<file path="config.mk">
export PLATFORM = sky130hd
export DESIGN_NAME = humidity_temp_frame_decoder_core
export DESIGN_NICKNAME = d
export VERILOG_FILES = /design/src/hdl/hfd_pkg.sv /design/src/hdl/humidity_temp_frame_decoder_core.sv /design/src/hdl/hfd_fifo.sv /design/src/hdl/hfd_front.sv /design/src/hdl/hfd_back.sv
export SDC_FILE = /design/constraint.sdc
export NUM_CORES = 1
export LEC_CHECK = 0
export BUFFER_PORTS_ARGS = -buffer_cell sky130_fd_sc_hd__buf_2
export CORE_ASPECT_RATIO = 1.2
export CORE_UTILIZATION = 40
export DETAILED_ROUTE_END_ITERATION = 12
export SLEW_MARGIN = 0
export SYNTH_ARGS = -nofsm -noshare
export SYNTH_HDL_FRONTEND = slang
export SYNTH_SLANG_ARGS = --single-unit
</file>
<file path="constraint.sdc">
create_clock -name clk -period 12.3 [get_ports clk]
set_input_delay 1.23 -clock clk [delete_from_list [all_inputs] [get_ports clk]]
set_output_delay 1.23 -clock clk [all_outputs]
set_load 0.005 [all_outputs]
</file>
<file path="src/hdl/hfd_pkg.sv">
// Shared types and constants of the humidity/temperature frame decoder.
// Depends on nothing; used by the front end, the back end and the top level.
`timescale 1ns / 1ps

package hfd_pkg;

	localparam logic [7:0] CRC_POLY = 8'h31;
	localparam logic [7:0] CRC_INIT = 8'hFF;
	localparam logic [7:0] BUSY_BIT = 8'h80;
	localparam logic [7:0] CAL_MASK = 8'h18;
	localparam logic [3:0] NIBBLE_MASK = 4'hF;

	localparam int RAW_W = 20;
	localparam int HUM_W = 14;
	localparam int TMP_W = 15;

	localparam logic [HUM_W-1:0] HUM_SCALE = 14'd10000;
	localparam logic [TMP_W-1:0] TMP_SCALE = 15'd20000;
	localparam logic [TMP_W-1:0] TMP_OFFSET = 15'd5000;

	typedef enum logic [1:0] {
		ST_OK      = 2'd0,
		ST_BUSY    = 2'd1,
		ST_CRC_ERR = 2'd2,
		ST_UNCAL   = 2'd3
	} status_t;

	// Classified frame, handed from front to back.
	typedef struct packed {
		status_t          status;
		logic [RAW_W-1:0] raw_hum;
		logic [RAW_W-1:0] raw_tmp;
	} frame_t;

	// Converted result, held in the output queue.
	typedef struct packed {
		status_t                 status;
		logic [HUM_W-1:0]        hum_centi;
		logic signed [TMP_W-1:0] tmp_centi;
		logic [RAW_W-1:0]        raw_hum;
		logic [RAW_W-1:0]        raw_tmp;
	} result_t;

	// CRC-8, MSB first, one byte.
	function automatic logic [7:0] crc8_update(input logic [7:0] crc, input logic [7:0] b);
		logic [7:0] c;
		c = crc ^ b;
		for (int k = 0; k < 8; k++) begin
			if (c[7]) begin
				c = {c[6:0], 1'b0} ^ CRC_POLY;
			end else begin
				c = {c[6:0], 1'b0};
			end
		end
		return c;
	endfunction

endpackage

</file>
<file path="src/hdl/humidity_temp_frame_decoder_core.sv">
// Humidity/temperature frame decoder, top level.
// Throughput: one byte per cycle while full is low, set by the combinational CRC and field
// update in the front. Results pass from the frame queue through one multiply stage into the
// result queue, draining one per cycle while it is not full; full rises only when the frame
// queue fills. Reset (arst_n low, asynchronous) empties both queues and idles the front.
`timescale 1ns / 1ps

module humidity_temp_frame_decoder_core #(
	parameter int MID_DEPTH = 2,
	parameter int OUT_DEPTH = 2
) (
	input  logic                              clk,
	input  logic                              arst_n,
	input  logic                              push,
	output logic                              full,
	input  logic [7:0]                        frame_byte,
	input  logic                              frame_start,
	output logic                              empty,
	input  logic                              pop,
	output logic [1:0]                        frame_status,
	output logic [hfd_pkg::HUM_W-1:0]         humidity_centi,
	output logic signed [hfd_pkg::TMP_W-1:0]  temperature_centi,
	output logic [hfd_pkg::RAW_W-1:0]         humidity_field,
	output logic [hfd_pkg::RAW_W-1:0]         temperature_field
);

	logic             mid_wr, mid_full, mid_empty, mid_pop;
	hfd_pkg::frame_t  mid_wdata, mid_rdata;
	logic             out_push, out_full;
	hfd_pkg::result_t out_wdata, out_rdata;

	hfd_front u_front (
		.clk         (clk),
		.arst_n      (arst_n),
		.push        (push),
		.full        (full),
		.frame_byte  (frame_byte),
		.frame_start (frame_start),
		.rec_wr      (mid_wr),
		.rec_data    (mid_wdata),
		.rec_full    (mid_full)
	);

	hfd_fifo #(
		.WIDTH ($bits(hfd_pkg::frame_t)),
		.DEPTH (MID_DEPTH)
	) u_mid_fifo (
		.clk     (clk),
		.arst_n  (arst_n),
		.wr_en   (mid_wr),
		.wr_data (mid_wdata),
		.full    (mid_full),
		.rd_en   (mid_pop),
		.rd_data (mid_rdata),
		.empty   (mid_empty)
	);

	hfd_back u_back (
		.clk      (clk),
		.arst_n   (arst_n),
		.in_empty (mid_empty),
		.in_data  (mid_rdata),
		.in_pop   (mid_pop),
		.out_full (out_full),
		.out_push (out_push),
		.out_data (out_wdata)
	);

	hfd_fifo #(
		.WIDTH ($bits(hfd_pkg::result_t)),
		.DEPTH (OUT_DEPTH)
	) u_out_fifo (
		.clk     (clk),
		.arst_n  (arst_n),
		.wr_en   (out_push),
		.wr_data (out_wdata),
		.full    (out_full),
		.rd_en   (pop),
		.rd_data (out_rdata),
		.empty   (empty)
	);

	assign frame_status      = out_rdata.status;
	assign humidity_centi    = out_rdata.hum_centi;
	assign temperature_centi = out_rdata.tmp_centi;
	assign humidity_field    = out_rdata.raw_hum;
	assign temperature_field = out_rdata.raw_tmp;

	a_mid_wr_accepted: assert property (@(posedge clk) disable iff (!arst_n)
		mid_wr |-> (push && !full && !frame_start))
		else $error("frame record written without an accepted CRC byte");

	a_mid_no_overflow: assert property (@(posedge clk) disable iff (!arst_n)
		mid_wr |-> !mid_full)
		else $error("frame queue written while full");

	a_mid_no_underflow: assert property (@(posedge clk) disable iff (!arst_n)
		mid_pop |-> !mid_empty)
		else $error("frame queue read while empty");

	a_out_no_overflow: assert property (@(posedge clk) disable iff (!arst_n)
		out_push |-> !out_full)
		else $error("result queue written while full");

endmodule

</file>
<file path="src/hdl/hfd_fifo.sv">
// Small first-word-fall-through queue in flip-flops.
// Generic; no package dependency.
`timescale 1ns / 1ps

module hfd_fifo #(
	parameter int WIDTH = 8,
	parameter int DEPTH = 2
) (
	input  logic             clk,
	input  logic             arst_n,
	input  logic             wr_en,
	input  logic [WIDTH-1:0] wr_data,
	output logic             full,
	input  logic             rd_en,
	output logic [WIDTH-1:0] rd_data,
	output logic             empty
);

	localparam int PTR_W = (DEPTH > 1) ? $clog2(DEPTH) : 1;
	localparam int CNT_W = $clog2(DEPTH + 1);
	localparam logic [PTR_W-1:0] LAST = PTR_W'(DEPTH - 1);

	logic [WIDTH-1:0] mem_q [DEPTH];
	logic [PTR_W-1:0] wr_ptr_q, rd_ptr_q;
	logic [CNT_W-1:0] count_q;
	logic             do_wr, do_rd;

	assign full    = (count_q == CNT_W'(DEPTH));
	assign empty   = (count_q == '0);
	assign do_wr   = wr_en && !full;
	assign do_rd   = rd_en && !empty;
	assign rd_data = mem_q[rd_ptr_q];

	always_ff @(posedge clk) begin
		if (do_wr) begin
			mem_q[wr_ptr_q] <= wr_data;
		end
	end

	always_ff @(posedge clk or negedge arst_n) begin
		if (!arst_n) begin
			wr_ptr_q <= '0;
			rd_ptr_q <= '0;
			count_q  <= '0;
		end else begin
			if (do_wr) begin
				wr_ptr_q <= (wr_ptr_q == LAST) ? '0 : wr_ptr_q + 1'b1;
			end
			if (do_rd) begin
				rd_ptr_q <= (rd_ptr_q == LAST) ? '0 : rd_ptr_q + 1'b1;
			end
			if (do_wr && !do_rd) begin
				count_q <= count_q + 1'b1;
			end else if (do_rd && !do_wr) begin
				count_q <= count_q - 1'b1;
			end
		end
	end

endmodule

</file>
<file path="src/hdl/hfd_front.sv">
// Front end: takes frame bytes, runs the CRC, assembles raw fields, classifies status.
// Depends on hfd_pkg.
`timescale 1ns / 1ps

module hfd_front (
	input  logic           clk,
	input  logic           arst_n,
	input  logic           push,
	output logic           full,
	input  logic [7:0]     frame_byte,
	input  logic           frame_start,
	output logic           rec_wr,
	output hfd_pkg::frame_t rec_data,
	input  logic           rec_full
);

	localparam logic [2:0] POS_IDLE = 3'd0;
	localparam logic [2:0] POS_HUM0 = 3'd1;
	localparam logic [2:0] POS_HUM1 = 3'd2;
	localparam logic [2:0] POS_SPLIT = 3'd3;
	localparam logic [2:0] POS_TMP0 = 3'd4;
	localparam logic [2:0] POS_TMP1 = 3'd5;
	localparam logic [2:0] POS_CRC = 3'd6;

	logic [2:0]                 pos_q;
	logic [7:0]                 crc_q;
	logic [7:0]                 status_q;
	logic [hfd_pkg::RAW_W-1:0]  hum_q, tmp_q;
	logic                       accept;
	hfd_pkg::status_t           code;

	assign full   = rec_full;
	assign accept = push && !full;
	assign rec_wr = accept && !frame_start && (pos_q == POS_CRC);

	always_comb begin
		if ((status_q & hfd_pkg::BUSY_BIT) != '0) begin
			code = hfd_pkg::ST_BUSY;
		end else if (crc_q != frame_byte) begin
			code = hfd_pkg::ST_CRC_ERR;
		end else if ((status_q & hfd_pkg::CAL_MASK) != hfd_pkg::CAL_MASK) begin
			code = hfd_pkg::ST_UNCAL;
		end else begin
			code = hfd_pkg::ST_OK;
		end
	end

	assign rec_data.status  = code;
	assign rec_data.raw_hum = hum_q;
	assign rec_data.raw_tmp = tmp_q;

	always_ff @(posedge clk or negedge arst_n) begin
		if (!arst_n) begin
			pos_q    <= POS_IDLE;
			crc_q    <= hfd_pkg::CRC_INIT;
			status_q <= '0;
			hum_q    <= '0;
			tmp_q    <= '0;
		end else if (accept) begin
			if (frame_start) begin
				// restart, dropping any partial frame
				status_q <= frame_byte;
				crc_q    <= hfd_pkg::crc8_update(hfd_pkg::CRC_INIT, frame_byte);
				hum_q    <= '0;
				tmp_q    <= '0;
				pos_q    <= POS_HUM0;
			end else begin
				case (pos_q) inside
					POS_HUM0, POS_HUM1: begin
						hum_q <= {hum_q[hfd_pkg::RAW_W-9:0], frame_byte};
						crc_q <= hfd_pkg::crc8_update(crc_q, frame_byte);
						pos_q <= pos_q + 1'b1;
					end
					POS_SPLIT: begin
						hum_q <= {hum_q[hfd_pkg::RAW_W-5:0], frame_byte[7:4]};
						tmp_q <= hfd_pkg::RAW_W'(frame_byte[3:0] & hfd_pkg::NIBBLE_MASK);
						crc_q <= hfd_pkg::crc8_update(crc_q, frame_byte);
						pos_q <= pos_q + 1'b1;
					end
					POS_TMP0, POS_TMP1: begin
						tmp_q <= {tmp_q[hfd_pkg::RAW_W-9:0], frame_byte};
						crc_q <= hfd_pkg::crc8_update(crc_q, frame_byte);
						pos_q <= pos_q + 1'b1;
					end
					POS_CRC: begin
						pos_q <= POS_IDLE;
					end
					default: begin
						// stray byte while idle: drop
					end
				endcase
			end
		end
	end

endmodule

</file>
<file path="src/hdl/hfd_back.sv">
// Back end: scales raw fields to hundredths, one multiply stage, then into the result queue.
// Depends on hfd_pkg.
`timescale 1ns / 1ps

module hfd_back (
	input  logic             clk,
	input  logic             arst_n,
	input  logic             in_empty,
	input  hfd_pkg::frame_t  in_data,
	output logic             in_pop,
	input  logic             out_full,
	output logic             out_push,
	output hfd_pkg::result_t out_data
);

	localparam int HP_W = hfd_pkg::RAW_W + hfd_pkg::HUM_W;
	localparam int TP_W = hfd_pkg::RAW_W + hfd_pkg::TMP_W;

	logic                      valid_s1;
	logic [HP_W-1:0]           hum_prod_s1;
	logic [TP_W-1:0]           tmp_prod_s1;
	hfd_pkg::status_t          status_s1;
	logic [hfd_pkg::RAW_W-1:0] raw_hum_s1, raw_tmp_s1;
	logic                      load;
	logic [hfd_pkg::TMP_W-1:0] tmp_int;

	assign out_push = valid_s1 && !out_full;
	assign load     = !valid_s1 || out_push;
	assign in_pop   = load && !in_empty;

	always_ff @(posedge clk or negedge arst_n) begin
		if (!arst_n) begin
			valid_s1 <= 1'b0;
		end else if (load) begin
			valid_s1 <= !in_empty;
		end
	end

	always_ff @(posedge clk) begin
		if (in_pop) begin
			hum_prod_s1 <= HP_W'(in_data.raw_hum) * HP_W'(hfd_pkg::HUM_SCALE);
			tmp_prod_s1 <= TP_W'(in_data.raw_tmp) * TP_W'(hfd_pkg::TMP_SCALE);
			status_s1   <= in_data.status;
			raw_hum_s1  <= in_data.raw_hum;
			raw_tmp_s1  <= in_data.raw_tmp;
		end
	end

	// drop the 20 fraction bits, then remove the offset (wraps like the 15-bit field)
	assign tmp_int = tmp_prod_s1[TP_W-1:hfd_pkg::RAW_W];

	assign out_data.status    = status_s1;
	assign out_data.hum_centi = hum_prod_s1[HP_W-1:hfd_pkg::RAW_W];
	assign out_data.tmp_centi = signed'(tmp_int - hfd_pkg::TMP_OFFSET);
	assign out_data.raw_hum   = raw_hum_s1;
	assign out_data.raw_tmp   = raw_tmp_s1;

endmodule

</file>
# [After elaboration in Yosys (flattened, before gate mapping)]
# Memories as Yosys holds them, arrays and structs flattened.
# Index checks and enable logic that the tools add are counted.
[op_classes] add_sub_neg=10 multipliers=2 div_mod_pow=0 order_cmp=0 n_eq_ne=11 n_shift=0 mux=159 bitwise_logic=32 n_reduce_logical=39
[op_table] operator="two-way mux 8 bit" count=102
[op_table] operator="two-way mux 6 bit" count=30
[op_table] operator="two-way mux 20 bit" count=7
[op_table] operator="NOT 3 bit" count=30
[op_table] operator="multiplier 20 x 10 -> 30 bit, second input constant" count=2
[op_table] operator="two-way mux 3 bit" count=5
[op_table] operator="subtractor 15 x 13 -> 15 bit, second input constant" count=1
[op_table] operator="two-way mux 2 bit" count=7
[op_table] operator="logical AND 1 bit" count=13
[op_table] operator="logical NOT 1 bit" count=10
[op_table] operator="== test 3 bit, second input constant" count=3
[op_table] operator="two-way mux 1 bit" count=8
[op_table] operator="!= test 8 bit" count=1
[op_table] operator="NOT 8 bit" count=1
[op_table] operator="AND reduction 2 bit" count=4
[op_table] operator="XOR 8 bit" count=1
[op_table] operator="== test 3 x 2 -> 1 bit, second input constant" count=2
[op_table] operator="nonzero test 3 bit" count=2
[op_table] operator="nonzero test 5 bit" count=1
[op_table] operator="adder 1 bit, second input constant" count=4
[op_table] operator="adder 2 x 1 -> 2 bit, second input constant" count=2
[op_table] operator="== test 2 bit, second input constant" count=2
[op_table] operator="logical NOT 2 bit" count=2
[op_table] operator="!= test 2 bit, second input constant" count=2
[op_table] operator="8 further kinds" count=11
[word_totals] register_bits=170 latch_bits=0 mem_bits_rw=226 mem_bits_ro=0 in_bits=13 output_inout_bits=73 wordCells=272 mem_count=2
[mem_list] memory="u_out_fifo.mem_q" words=2 width=71 read_ports=1 rd_clocked_by_memory_dff=0 write_ports=1 line_no="hfd_fifo.sv:23" text="logic [WIDTH-1:0] mem_q [DEPTH];"
[mem_list] memory="u_mid_fifo.mem_q" words=2 width=42 read_ports=1 rd_clocked_by_memory_dff=0 write_ports=1 line_no="hfd_fifo.sv:23"

# [Longest topological paths before layout]
[logic_depth] word_depth=56 depth_mapped=21 ltp_nobuf=19

# [Hierarchy]
# From an unflattened synthesis, not the netlist that was laid out.
[hier_totals] hier_cells=1469 area_unflattened_um2=20547.2
[by_module_without_submodules] mod="hfd_back" instances=1 cells_per_inst=762 area_per_inst_um2=8212.9 seq_area_each_um2=2157.1
[by_module_without_submodules] mod="hfd_fifo at u_out_fifo" instances=1 cells_per_inst=240 area_per_inst_um2=5670.4 seq_area_each_um2=4364.2
[by_module_without_submodules] mod="hfd_fifo at u_mid_fifo" instances=1 cells_per_inst=150 area_per_inst_um2=3429.5 seq_area_each_um2=2622.5
[by_module_without_submodules] mod="hfd_front" instances=1 cells_per_inst=317 area_per_inst_um2=3234.4 seq_area_each_um2=1361.3

# [Least setup slack after synthesis]
# No wires, ideal clock.
[synth_path] path_kind="reg-to-reg" start="reg u_mid_fifo.rd_ptr_q" end="reg u_back.hum_prod_s1[31] (data pin)" setup_ns=0.180 arrival_time_ns=5.245 required_ns=12.120 slack_ns=6.875 path_stages_with_launch=21 n_path_buf=3 synth_period_minus_slack_ns=5.425 path_cell_list="dfrtp_1 > buf_6 > clkbuf_1 > mux2i_1 > fa_1 > inv_1 > ha_1 > fa_1 > ha_1 > inv_1 > fa_1 > inv_1 > ha_1 > clkbuf_1 > and4_1 > and3b_1 > o41ai_1 > o21ai_1 > a41oi_1 > a211o_1 > o311ai_1"
[synth_via] elab_chain_len=2
[synth_lines] element="start: declaration" line_no="hfd_fifo.sv:24" text="logic [PTR_W-1:0] wr_ptr_q, rd_ptr_q;"
[synth_lines] element="start signal: assignment" line_no="hfd_fifo.sv:50" text="rd_ptr_q <= (rd_ptr_q == LAST) ? '0 : rd_ptr_q + 1'b1;"
[synth_lines] element="memory (2 x 42 bit)"
[synth_lines] element="multiplier 20 x 10 -> 30 bit" line_no="hfd_back.sv:41" text="hum_prod_s1 <= HP_W'(in_data.raw_hum) * HP_W'(hfd_pkg::HUM_SCALE);"
[synth_lines] element="end signal: assignment" line_no="hfd_back.sv:41"
[synth_lines] element="end: declaration" line_no="hfd_back.sv:20" text="logic [HP_W-1:0] hum_prod_s1;"
# No other way between the ends.
# A chain may end at the register's enable or synchronous reset.

==> flow_metrics.py <==
metrics = {
    "routing": {
        "vias": 11100,
        "wl_um": 37300,
        "wl_per_cell_um": 16.5,
        "first_iter_violations": 601,
        "firstDrtPassIters": 5,
        "post-route-drc-count": 0,
        "vias_per_cell": 4.92,
        "ant_nets": 0,
    },
    "run_status": {
        "status": "completed",
    },
    "sta": {
        "max_slew_margin_pct": 18.7,
        "finalWorstSetupSlack_ns": 6.12,
        "setup_viol": 0,
        "rsz0062_at_grt": "no",
        "worst_pin_slew_ns": 1.22,
        "tns_ns": 0,
        "finalCritPeriodShare_pct": 50.2,
        "max_freq_mhz": 162,
        "skew_ns": 0.0147,
        "final_max_slew_viol_count": 0,
        "hold_viol_final": 0,
        "post-route-min-period_ns": 6.18,
    },
    "synth": {
        "synth_cells": 1503,
        "syn_avg_cell_area_um2": 13.2,
        "syn_nets": 1775,
        "synth_top_cell_area_share_pct": 45.0,
        "synth_area_leaders": "edfxtp_1 45%, ha_1 11%, fa_1 9.1%",
        "ys.flop_type": "edfxtp_1",
        "synth.most_common_cell": "edfxtp_1",
        "synth-edff-count": 297,
        "syn-cell-area_um2": 19800,
        "async_reset_ff_share_pct": 17.5,
        "post-synth-top-area-cell": "edfxtp_1",
        "synth.distinct_cells": 59,
        "ys_ff_latch": 360,
        "yosys_warnings": 0,
        "ys_seq_area_share_pct": 53.0,
        "netlist_top_cells_count": "297 x edfxtp_1, 230 x inv_1, 169 x ha_1",
    },
    "global_routing": {
        "busiest_layer": "met2",
        "met1_usage_pct": 20.2,
        "grt_pass1_vias": 11500,
        "grt_max_degree": 65,
        "grt.met2_usage_pct": 25.9,
        "gr-total-overflow": 0,
        "met3_usage_pct": 2.21,
        "grt_pass1_wl_um": 60700,
        "grt.total_usage_pct": 15.3,
        "antenna_found_initial": 0,
    },
    "layout": {
        "layout.nets": 1869,
        "finalNonFillerCells": 2263,
        "syn_to_final_growth_pct": 12.3,
        "antennaDiodeCount": 0,
        "drive_above_1_share_pct": 15.7,
    },
    "setup_path": {
        "worst_setup_path_end_kind": "flip-flop",
        "criticalPathCategory": "flip-flop to flip-flop",
        "crit_start": "u_mid_fifo.rd_ptr_q$_DFFE_PN0P_",
        "rr_endpoint": "u_back.tmp_prod_s1[33]$_DFFE_PP_",
        "r2r_start": "u_mid_fifo.rd_ptr_q$_DFFE_PN0P_",
        "crit_arrival_ns": 6.47,
        "rr_worst_depth": 18,
        "worstSetupStartpointType": "flip-flop",
        "cp.required_ns": 12.59,
        "cp_max_fo": 35,
        "r2r_slack_ns": 6.12,
        "crit_path_end": "u_back.tmp_prod_s1[33]$_DFFE_PP_",
    },
    "floorplanning": {
        "dieArea_um2": 50400,
        "initial_core_util_pct": 40.4,
        "rows": 89,
        "die_y_um": 246,
        "core_area_um2": 49000,
        "io_pins": 86,
        "die_x_um": 205,
    },
    "clock_network": {
        "cts_tree": "done",
        "path_clk_slew_ns": 0.06,
        "clock_path_buffers": 3,
        "cts_resized": 0,
        "clock_sinks": 360,
        "ctsHoldBuffers": 0,
        "cts_buffers": 37,
        "htreeDepth": 2,
        "cts_setup_buffers": 0,
        "root_buffer": "clkbuf_16",
        "clock_latency_ns": 0.54,
    },
    "placed_design": {
        "dp_hpwl_um": 26800,
        "gp_congestion": 0.823,
        "dp_cells": 2195,
        "dp_slack_ns": 6.11,
        "io_buffers": 85,
    },
    "min_path": {
        "hold_class": "flip-flop to flip-flop",
    },
    "job": {
        "drv_cap": 0,
    },
}
==> worst min-delay path by stage <==
stage | startpoint | end | slack [ns] | cells past startpoint
finish | u_back.hum_prod_s1[20]$_DFFE_PP_ | u_out_fifo.mem_q[1][55]$_DFFE_PP_ | 0.44 | 0
global placement | u_back.raw_hum_s1[12]$_DFFE_PP_ | u_out_fifo.mem_q[1][32]$_DFFE_PP_ | 0.42 | 0
global route | u_back.hum_prod_s1[30]$_DFFE_PP_ | u_out_fifo.mem_q[0][65]$_DFFE_PP_ | 0.45 | 0
CTS | u_back.raw_hum_s1[17]$_DFFE_PP_ | u_out_fifo.mem_q[1][37]$_DFFE_PP_ | 0.44 | 0
floorplan | u_back.raw_tmp_s1[0]$_DFFE_PP_ | u_out_fifo.mem_q[0][0]$_DFFE_PP_ | 0.42 | 0
detailed placement | u_back.raw_tmp_s1[19]$_DFFE_PP_ | u_out_fifo.mem_q[1][19]$_DFFE_PP_ | 0.43 | 0
==> layer usage <==
layer  part of all wire, %  vias up
met5                     0        -
met4                   2.2        0
met3                   3.6       53
met2                    49      176
met1                    46     5483
li1                      -     5418
==> cell families after synthesis <==
group,synth area share (%)
flops,53.0
buf+inv,5.15
fa+ha+maj,19.8
simple gates,4.72
compound gates,6.00
mux,7.51
xor+xnor,3.84
==> placed cells by master (no fill, tap or decap), types with 30 or more instances in the layout <==
| cell type | netlist | final |
|---|---|---|
| mux2_2 | 78 | 78 |
| nand2_1 | 99 | 99 |
| inv_1 | 230 | 229 |
| clkbuf_16 | 0 | 39 |
| a21oi_1 | 44 | 44 |
| fa_1 | 90 | 90 |
| dfrtp_1 | 55 | 53 |
| o21ai_0 | 46 | 46 |
| nor2_1 | 44 | 43 |
| ha_1 | 169 | 169 |
| mux2i_1 | 61 | 61 |
| xnor2_1 | 57 | 57 |
| buf_2 | 0 | 85 |
| xor2_1 | 30 | 30 |
| edfxtp_1 | 297 | 297 |
==> cell type report <==
type / instances / area (µm²)
Clock buffer: 49 / 1040
Clock inverter: 19 / 215
Fill cell: 4471 / 26700
Inverter: 230 / 863
Multi-Input combinational cell: 873 / 8320
Sequential cell: 360 / 10500
Tap cell: 637 / 797
Timing Repair Buffer: 95 / 500
==> metrics by stage <==
stage / hold WS, ns / util (%) / instance area (µm²)
floorplan: 0.421 / - / 19800
global placement: 0.424 / 42.8 / 21000
detailed placement: 0.432 / 42.8 / 21000
CTS: 0.439 / 45.4 / 22300
global route: 0.452 / 45.4 / 22300
finish: 0.442 / 45.4 / 22300
==> worst max-delay path: stages, from the launching register on <==
cell	delay (ns)
dfrtp_2	0.59
buf_4	0.55
mux2i_1	0.60
inv_1	0.29
fa_1	0.51
ha_1	0.29
fa_1	0.39
ha_1	0.29
inv_1	0.05
fa_1	0.50
inv_1	0.04
ha_1	0.36
a21oi_1	0.21
o21ai_0	0.14
a22oi_1	0.20
o21a_1	0.23
a2111oi_2	0.11
o41a_1	0.40
xor2_1	0.14
==> state kept, by name, indices dropped and copies added (netlist names), 3 cells and up <==
name / cells
u_out_fifo.mem_q: 142
u_mid_fifo.mem_q: 84
u_back.raw_hum_s1: 20
u_back.raw_tmp_s1: 20
u_front.hum_q: 20
u_front.tmp_q: 20
u_back.tmp_prod_s1: 15
u_back.hum_prod_s1: 14
u_front.crc_q: 8
u_front.pos_q: 3
u_front.status_q: 3
Power is left out: the tool's default activity adds up to more than one toggle a clock period on the data nets, which glitch-free logic cannot reach.
